===== src/rtl/vsl_pkg.sv =====
package vsl_pkg;

    localparam int VEL_W           = 16;
    localparam int STEP_W          = 15;
    localparam int CNT_W           = 16;
    localparam int DECEL_FACTOR_Q4 = 24;
    localparam int TIMEOUT_TICKS   = 0;
    localparam int FACTOR_W        = 7;
    localparam int PROD_W          = STEP_W + FACTOR_W;
    localparam int ADDR_W          = 5;
    localparam int DATA_W          = 32;

    // Item kinds on the input channel
    localparam logic FUNC_CMD  = 1'b0;
    localparam logic FUNC_TICK = 1'b1;

    // Register map, one word per register
    typedef enum logic [2:0] {
        REG_SPEED_MAX_X  = 3'd0,
        REG_SPEED_MIN_X  = 3'd1,
        REG_SPEED_MAX_Y  = 3'd2,
        REG_SPEED_MIN_Y  = 3'd3,
        REG_SPEED_LIM_W  = 3'd4,
        REG_ACCEL_STEP_X = 3'd5,
        REG_ACCEL_STEP_Y = 3'd6,
        REG_ACCEL_STEP_W = 3'd7
    } reg_idx_t;

    // Per-axis limits handed to the slew unit
    typedef struct packed {
        logic        [STEP_W-1:0] accel;
        logic signed [VEL_W-1:0]  lo;
        logic signed [VEL_W-1:0]  hi;
    } axis_cfg_t;

    typedef struct packed {
        logic signed [VEL_W-1:0] x;
        logic signed [VEL_W-1:0] y;
        logic signed [VEL_W-1:0] w;
    } vel_t;

    // Decel step: accel scaled by the Q4 factor, saturated to the step range
    function automatic logic [STEP_W-1:0] decel_step(input logic [STEP_W-1:0] accel);
        logic [PROD_W-1:0] prod;
        logic [PROD_W-1:0] scaled;
        logic [STEP_W-1:0] res;
        prod   = PROD_W'(accel) * PROD_W'(DECEL_FACTOR_Q4);
        scaled = prod >> 4;
        if (scaled > PROD_W'({STEP_W{1'b1}})) begin
            res = {STEP_W{1'b1}};
        end else begin
            res = scaled[STEP_W-1:0];
        end
        return res;
    endfunction

    // Clamp a command to plus or minus a limit
    function automatic logic signed [VEL_W-1:0] clamp_cmd(
        input logic signed [VEL_W-1:0] v,
        input logic        [STEP_W-1:0] lim
    );
        logic signed [VEL_W-1:0] hi;
        logic signed [VEL_W-1:0] lo;
        logic signed [VEL_W-1:0] res;
        hi = signed'({1'b0, lim});
        lo = -hi;
        if (v < lo) begin
            res = lo;
        end else if (v > hi) begin
            res = hi;
        end else begin
            res = v;
        end
        return res;
    endfunction

endpackage


===== src/rtl/vsl_axis.sv =====
module vsl_axis (
    input  vsl_pkg::axis_cfg_t                cfg,
    input  logic signed [vsl_pkg::VEL_W-1:0]  target,
    input  logic signed [vsl_pkg::VEL_W-1:0]  current,
    output logic signed [vsl_pkg::VEL_W-1:0]  vel_next
);

    logic signed [vsl_pkg::VEL_W:0]   delta;
    logic                             opposite;
    logic        [vsl_pkg::STEP_W-1:0] step;
    logic signed [vsl_pkg::VEL_W+1:0] step_s;
    logic signed [vsl_pkg::VEL_W+1:0] moved;
    logic signed [vsl_pkg::VEL_W+1:0] clamped;

    // Pick accel or decel step: decel when the change opposes the motion
    always_comb begin
        delta    = (vsl_pkg::VEL_W+1)'(target) - (vsl_pkg::VEL_W+1)'(current);
        opposite = (delta != '0) && (current != '0) &&
                   (delta[vsl_pkg::VEL_W] != current[vsl_pkg::VEL_W-1]);
        step     = opposite ? vsl_pkg::decel_step(cfg.accel) : cfg.accel;
        step_s   = signed'({3'b000, step});
    end

    // Move toward target by at most one step, then clamp to the output range
    always_comb begin
        if ((vsl_pkg::VEL_W+2)'(delta) > step_s) begin
            moved = (vsl_pkg::VEL_W+2)'(current) + step_s;
        end else if ((vsl_pkg::VEL_W+2)'(delta) < -step_s) begin
            moved = (vsl_pkg::VEL_W+2)'(current) - step_s;
        end else begin
            moved = (vsl_pkg::VEL_W+2)'(target);
        end
        clamped = moved;
        if (clamped < (vsl_pkg::VEL_W+2)'(cfg.lo)) begin
            clamped = (vsl_pkg::VEL_W+2)'(cfg.lo);
        end
        if (clamped > (vsl_pkg::VEL_W+2)'(cfg.hi)) begin
            clamped = (vsl_pkg::VEL_W+2)'(cfg.hi);
        end
        vel_next = clamped[vsl_pkg::VEL_W-1:0];
    end

endmodule


===== src/rtl/velocity_slew_limiter_3axis_core.sv =====
// A tick's result is registered into the output stage and shown on m_vel_*.
// Throughput: one item per cycle while s_ready is high; the state update is
// a single registered pass through the three per-axis slew units. A two-entry
// output stage keeps the input open while one result waits. Commands give no
// result. Reset (aresetn low, synchronous): velocities, targets and tick count
// clear, registers return to their defaults, output stage empties.
module velocity_slew_limiter_3axis_core (
    input  logic                                aclk,
    input  logic                                aresetn,
    input  logic                                psel,
    input  logic                                penable,
    input  logic                                pwrite,
    input  logic        [vsl_pkg::ADDR_W-1:0]   paddr,
    input  logic        [vsl_pkg::DATA_W-1:0]   pwdata,
    output logic        [vsl_pkg::DATA_W-1:0]   prdata,
    output logic                                pready,
    input  logic                                s_valid,
    output logic                                s_ready,
    input  logic                                s_func,
    input  logic signed [vsl_pkg::VEL_W-1:0]    s_cmd_x,
    input  logic signed [vsl_pkg::VEL_W-1:0]    s_cmd_y,
    input  logic signed [vsl_pkg::VEL_W-1:0]    s_cmd_w,
    output logic                                m_valid,
    input  logic                                m_ready,
    output logic signed [vsl_pkg::VEL_W-1:0]    m_vel_x,
    output logic signed [vsl_pkg::VEL_W-1:0]    m_vel_y,
    output logic signed [vsl_pkg::VEL_W-1:0]    m_vel_w
);

    localparam int VW = vsl_pkg::VEL_W;
    localparam int SW = vsl_pkg::STEP_W;
    localparam int CW = vsl_pkg::CNT_W;

    // Configuration registers
    logic        [SW-1:0] speed_max_x_reg;
    logic signed [VW-1:0] speed_min_x_reg;
    logic        [SW-1:0] speed_max_y_reg;
    logic signed [VW-1:0] speed_min_y_reg;
    logic        [SW-1:0] speed_lim_w_reg;
    logic        [SW-1:0] accel_step_x_reg;
    logic        [SW-1:0] accel_step_y_reg;
    logic        [SW-1:0] accel_step_w_reg;

    // Smoother state
    vsl_pkg::vel_t   target_reg;
    vsl_pkg::vel_t   current_reg;
    logic [CW-1:0]   ticks_reg;

    // Output stage
    vsl_pkg::vel_t   out_reg;
    vsl_pkg::vel_t   skid_reg;
    logic            out_valid_reg;
    logic            skid_valid_reg;

    logic               cfg_wr;
    vsl_pkg::reg_idx_t  cfg_idx;
    logic               in_xfer;
    logic               cmd_xfer;
    logic               tick_xfer;
    logic [CW-1:0]      ticks_inc;
    logic               timed_out;
    vsl_pkg::vel_t      target_eff;
    vsl_pkg::vel_t      target_cmd;
    vsl_pkg::vel_t      vel_next;
    vsl_pkg::axis_cfg_t cfg_x;
    vsl_pkg::axis_cfg_t cfg_y;
    vsl_pkg::axis_cfg_t cfg_w;
    logic signed [VW-1:0] lim_w_s;

    assign pready  = 1'b1;
    assign cfg_wr  = psel && penable && pwrite && pready;
    assign cfg_idx = vsl_pkg::reg_idx_t'(paddr[4:2]);

    // Read back the addressed register
    always_comb begin
        case (cfg_idx)
            vsl_pkg::REG_SPEED_MAX_X:  prdata = 32'(speed_max_x_reg);
            vsl_pkg::REG_SPEED_MIN_X:  prdata = 32'(speed_min_x_reg);
            vsl_pkg::REG_SPEED_MAX_Y:  prdata = 32'(speed_max_y_reg);
            vsl_pkg::REG_SPEED_MIN_Y:  prdata = 32'(speed_min_y_reg);
            vsl_pkg::REG_SPEED_LIM_W:  prdata = 32'(speed_lim_w_reg);
            vsl_pkg::REG_ACCEL_STEP_X: prdata = 32'(accel_step_x_reg);
            vsl_pkg::REG_ACCEL_STEP_Y: prdata = 32'(accel_step_y_reg);
            vsl_pkg::REG_ACCEL_STEP_W: prdata = 32'(accel_step_w_reg);
            default:                   prdata = '0;
        endcase
    end

    // Input handshake: blocked only while both output entries are full
    assign s_ready   = !skid_valid_reg;
    assign in_xfer   = s_valid && s_ready;
    assign cmd_xfer  = in_xfer && (s_func == vsl_pkg::FUNC_CMD);
    assign tick_xfer = in_xfer && (s_func == vsl_pkg::FUNC_TICK);

    // Age the tick counter and check for command timeout
    always_comb begin
        ticks_inc  = (ticks_reg != {CW{1'b1}}) ? ticks_reg + CW'(1) : ticks_reg;
        timed_out  = (vsl_pkg::TIMEOUT_TICKS != 0) &&
                     ({16'b0, ticks_inc} > 32'(vsl_pkg::TIMEOUT_TICKS));
        target_eff = timed_out ? '0 : target_reg;
    end

    // Clamp incoming commands to the symmetric limits
    always_comb begin
        target_cmd.x = vsl_pkg::clamp_cmd(s_cmd_x, speed_max_x_reg);
        target_cmd.y = vsl_pkg::clamp_cmd(s_cmd_y, speed_max_y_reg);
        target_cmd.w = vsl_pkg::clamp_cmd(s_cmd_w, speed_lim_w_reg);
    end

    // Per-axis limits
    always_comb begin
        lim_w_s     = signed'({1'b0, speed_lim_w_reg});
        cfg_x.accel = accel_step_x_reg;
        cfg_x.lo    = speed_min_x_reg;
        cfg_x.hi    = signed'({1'b0, speed_max_x_reg});
        cfg_y.accel = accel_step_y_reg;
        cfg_y.lo    = speed_min_y_reg;
        cfg_y.hi    = signed'({1'b0, speed_max_y_reg});
        cfg_w.accel = accel_step_w_reg;
        cfg_w.lo    = -lim_w_s;
        cfg_w.hi    = lim_w_s;
    end

    vsl_axis u_axis_x (
        .cfg      (cfg_x),
        .target   (target_eff.x),
        .current  (current_reg.x),
        .vel_next (vel_next.x)
    );

    vsl_axis u_axis_y (
        .cfg      (cfg_y),
        .target   (target_eff.y),
        .current  (current_reg.y),
        .vel_next (vel_next.y)
    );

    vsl_axis u_axis_w (
        .cfg      (cfg_w),
        .target   (target_eff.w),
        .current  (current_reg.w),
        .vel_next (vel_next.w)
    );

    // Configuration writes
    always_ff @(posedge aclk) begin
        if (!aresetn) begin
            speed_max_x_reg  <= 15'd4096;
            speed_min_x_reg  <= -16'sd4096;
            speed_max_y_reg  <= 15'd4096;
            speed_min_y_reg  <= -16'sd4096;
            speed_lim_w_reg  <= 15'd4096;
            accel_step_x_reg <= 15'd205;
            accel_step_y_reg <= 15'd205;
            accel_step_w_reg <= 15'd205;
        end else if (cfg_wr) begin
            case (cfg_idx)
                vsl_pkg::REG_SPEED_MAX_X:  speed_max_x_reg  <= pwdata[SW-1:0];
                vsl_pkg::REG_SPEED_MIN_X:  speed_min_x_reg  <= signed'(pwdata[VW-1:0]);
                vsl_pkg::REG_SPEED_MAX_Y:  speed_max_y_reg  <= pwdata[SW-1:0];
                vsl_pkg::REG_SPEED_MIN_Y:  speed_min_y_reg  <= signed'(pwdata[VW-1:0]);
                vsl_pkg::REG_SPEED_LIM_W:  speed_lim_w_reg  <= pwdata[SW-1:0];
                vsl_pkg::REG_ACCEL_STEP_X: accel_step_x_reg <= pwdata[SW-1:0];
                vsl_pkg::REG_ACCEL_STEP_Y: accel_step_y_reg <= pwdata[SW-1:0];
                vsl_pkg::REG_ACCEL_STEP_W: accel_step_w_reg <= pwdata[SW-1:0];
                default: ;
            endcase
        end
    end

    // Update targets, velocities and tick counter
    always_ff @(posedge aclk) begin
        if (!aresetn) begin
            target_reg  <= '0;
            current_reg <= '0;
            ticks_reg   <= '0;
        end else if (cmd_xfer) begin
            target_reg <= target_cmd;
            ticks_reg  <= '0;
        end else if (tick_xfer) begin
            target_reg  <= target_eff;
            current_reg <= vel_next;
            ticks_reg   <= ticks_inc;
        end
    end

    // Output stage control: advance the spare entry when the head drains
    always_ff @(posedge aclk) begin
        if (!aresetn) begin
            out_valid_reg  <= 1'b0;
            skid_valid_reg <= 1'b0;
        end else if (!out_valid_reg || m_ready) begin
            if (skid_valid_reg) begin
                out_valid_reg  <= 1'b1;
                skid_valid_reg <= 1'b0;
            end else begin
                out_valid_reg <= tick_xfer;
            end
        end else if (tick_xfer) begin
            skid_valid_reg <= 1'b1;
        end
    end

    // Output stage data
    always_ff @(posedge aclk) begin
        if (!out_valid_reg || m_ready) begin
            if (skid_valid_reg) begin
                out_reg <= skid_reg;
            end else if (tick_xfer) begin
                out_reg <= vel_next;
            end
        end else if (tick_xfer) begin
            skid_reg <= vel_next;
        end
    end

    assign m_valid = out_valid_reg;
    assign m_vel_x = out_reg.x;
    assign m_vel_y = out_reg.y;
    assign m_vel_w = out_reg.w;

endmodule


===== config.mk =====
export PLATFORM = sky130hd
export DESIGN_NAME = velocity_slew_limiter_3axis_core
export DESIGN_NICKNAME = d
export VERILOG_FILES = /design/src/rtl/vsl_pkg.sv /design/src/rtl/vsl_axis.sv /design/src/rtl/velocity_slew_limiter_3axis_core.sv
export SDC_FILE = /design/constraint.sdc
export NUM_CORES = 2
export LEC_CHECK = 0
export BUFFER_PORTS_ARGS = -buffer_cell sky130_fd_sc_hd__buf_2
export CORE_ASPECT_RATIO = 1.2
export CORE_MARGIN = 8
export CORE_UTILIZATION = 28
export DETAILED_ROUTE_END_ITERATION = 8
export GPL_TIMING_DRIVEN = 1
export PLACE_DENSITY = 0.51
export SLEW_MARGIN = 10
export SYNTH_ARGS = -nofsm -noshare
export SYNTH_HDL_FRONTEND = slang
export SYNTH_HIERARCHICAL = 1
export SYNTH_SLANG_ARGS = --single-unit

===== constraint.sdc =====
create_clock -name aclk -period 15.3 [get_ports aclk]
set_clock_uncertainty 0.2 [all_clocks]
set_input_delay 1.53 -clock aclk [delete_from_list [all_inputs] [get_ports aclk]]
set_output_delay 1.53 -clock aclk [all_outputs]
set_load 0.005 [all_outputs]

==> run metrics <==
GR Overflow Total=0; share of layout cells above drive strength 1=0.121; Final ANT Viol Nets=0; PortBufs=156; crit-path most repeated cell=o21a_1; Main synth FF type=dfxtp_1; Area Overhead vs Synth=11.6%; register area share after synthesis=0.212; critical path type=flop to flop; Initial Util=0.282; via/cell ratio=5.42; initial antenna violation count=27; CTS max path bufs=3; vias in the first global route=32,100; Final period util=0.942; largest net degree at the start of global routing=84; crit path max fanout=26; DRC=0; min cycle time layout=14.42 ns; critical path capture point type=flop; final WL=136 mm; RSZ-0062 raised after global routing=no; Via Count=33,500; CTS tree=yes; Reg area=7290 µm²; clk root buf=clkbuf_16; Yosys reg bits=316; Worst EP required=15.40 ns; GRT Overall Usage=0.195; H-tree Lvls=2; final setup fails=0; IO Pins=176; cells after synthesis=4,414; core area=122,000 µm²; first-pass GRT wire length=203 mm; synth warn=6; wire per inst=22.0 µm; cell area after synthesis=34,300 µm²; outcome=finished clean; RD Place Congestion=0.927; DRT Pass-1 Iters=6; Max-slew headroom=0.203; area of the multi-input gates=24,800 µm²; Fin Hold WS=0.274 ns; cts bufs inserted=36; EDFF count, synth=96; max-cap violation count=0; CP peak stage delay=0.65 ns; # fillers=13,200; setup TNS=0 ns; CTS sink cnt=316; Starting DRT DRC Count=2,561; hpwl dp=109 mm; CP max-delay cell=mux2i_1; WP data arrival=14.52 ns; # nets final=5,081; die span in y=400 µm; fin. max-slew vios=0; final hold violations=0; Hold Path Class=flop to flop; Least-Margin Pin Slew=1.18 ns; syn avg cell area=7.78 µm²; Std-Cell Rows=140; clk slew on worst S/H paths=0.07 ns; Cell variety after synth=106; cts-stage hold buffer count=0; fmax=69.4 MHz; die width=336 µm; ys async rst share=0; Setup crit start kind=flop; latest clock arrival within the worst-skew pair=0.57 ns; die area=134,000 µm²
per-stage QoR:
step,instances,area [µm²],setup slack (ns),utilization
global route,6168,38300,0.0275,0.315
CTS,6167,38200,0.689,0.315
global placement,6103,37100,0.847,0.305
floorplan,4418,34300,2.69,-
finish,6180,38300,0.881,0.315
detailed placement,6103,37100,0.798,0.305
cells by family (layout without fill, tap and decap cells):
family,Yosys count,count (layout),synth area share
flops,316,316,0.212
xor+xnor,124,124,0.0316
mux,189,189,0.0639
other cells,2,19,0.000219
buf+inv,590,706,0.0689
simple gates,1458,1458,0.200
compound gates,1253,1253,0.245
fa+ha+maj,482,482,0.178
path summary, 6_finish.rpt:
check	depth (start not counted)	endpoint	from	slack, ns
hold / removal	2	speed_min_y_reg[3]	speed_min_y_reg[3]	0.27
setup / recovery	57	m_vel_x[10]	target_eff[32]	0.88
setup reg to reg	57	m_vel_x[10]	target_eff[32]	0.88
hold reg to reg	2	speed_min_y_reg[3]	speed_min_y_reg[3]	0.27
synth_stat cells (all sizes together), types with 22 or more instances:
library cell | count | area [µm²]
o31ai | 42 | 315
nand2b | 57 | 357
mux2 | 115 | 1310
a211oi | 59 | 478
a31o | 33 | 289
xor2 | 24 | 210
o311ai | 25 | 219
buf | 62 | 368
nand4 | 46 | 288
nor4 | 37 | 231
a21oi | 421 | 2120
ha | 468 | 5860
o21a | 57 | 428
xnor2 | 100 | 876
clkbuf | 142 | 549
or2 | 28 | 175
inv | 381 | 1430
nand2 | 604 | 2270
nor2 | 253 | 952
nor2b | 56 | 353
a21o | 84 | 633
o211ai | 36 | 270
mux2i | 63 | 631
edfxtp | 96 | 2880
o21bai | 43 | 323
or3 | 26 | 163
and3 | 30 | 188
a31oi | 32 | 215
o21ai | 200 | 1010
nand3 | 120 | 606
o221ai | 22 | 193
nor3 | 101 | 532
and2 | 38 | 243
dfxtp | 220 | 4400
worst max-delay path, delay by kind of cell (launching register included):
| family | cells | cell delay (ns) |
|---|---|---|
| AO/OA/AOI/OAI | 28 | 6.46 |
| XOR/XNOR | 2 | 0.77 |
| adder cells (fa/ha/maj) | 5 | 1.54 |
| buffers and inverters | 3 | 0.49 |
| flip-flops | 1 | 0.33 |
| multiplexers | 3 | 1.33 |
| AND/OR/NAND/NOR | 16 | 3.00 |
cells in the final DEF, fill, tap and decap left out, drive strengths merged, types with 22 or more instances in the layout:
cell type | netlist | layout
a211oi | 59 | 59
a21o | 84 | 84
a21oi | 421 | 421
a31o | 33 | 33
a31oi | 32 | 32
and2 | 38 | 38
and3 | 30 | 30
buf | 62 | 256
clkbuf | 142 | 49
dfxtp | 220 | 220
edfxtp | 96 | 96
ha | 468 | 468
inv | 381 | 389
mux2 | 115 | 115
mux2i | 63 | 63
nand2 | 604 | 604
nand2b | 57 | 57
nand3 | 120 | 120
nand4 | 46 | 46
nor2 | 253 | 253
nor2b | 56 | 56
nor3 | 101 | 101
nor4 | 37 | 37
o211ai | 36 | 36
o21a | 57 | 57
o21ai | 200 | 200
o21bai | 43 | 43
o221ai | 22 | 22
o311ai | 25 | 25
o31ai | 42 | 42
or2 | 28 | 28
or3 | 26 | 26
xnor2 | 100 | 100
xor2 | 24 | 24
what timing repair did:
| action | CTS | global route |
|---|---|---|
| setup endpoints to repair | 0 | 54 |
| buffers inserted | 0 | 0 |
| endpoints found under the hold margin | 0 | 0 |
| resized for setup | 0 | 7 |
per-layer routing:
layer,up-vias,routed length [µm],GRT usage,share of wire
li1,16200,-,-,-
met2,1004,64000,0.336,0.47
met1,16000,59400,0.249,0.44
met3,231,6950,0.0237,0.051
met5,-,81,0,0.00060
met4,12,5690,0.0722,0.042
area by class of cell:
cell class | count | area share
repair buffers | 256 | 0.0400
diodes | 13 | 0.000849
flip-flops and latches | 316 | 0.190
multi-input cells | 3512 | 0.647
inverters | 386 | 0.0379
well taps | 1633 | 0.0534
clock buffers | 49 | 0.0264
clock inverters | 15 | 0.00392
Power is not shown: default switching activity piles up to over one toggle a cycle in this logic, so the estimate is an artifact.
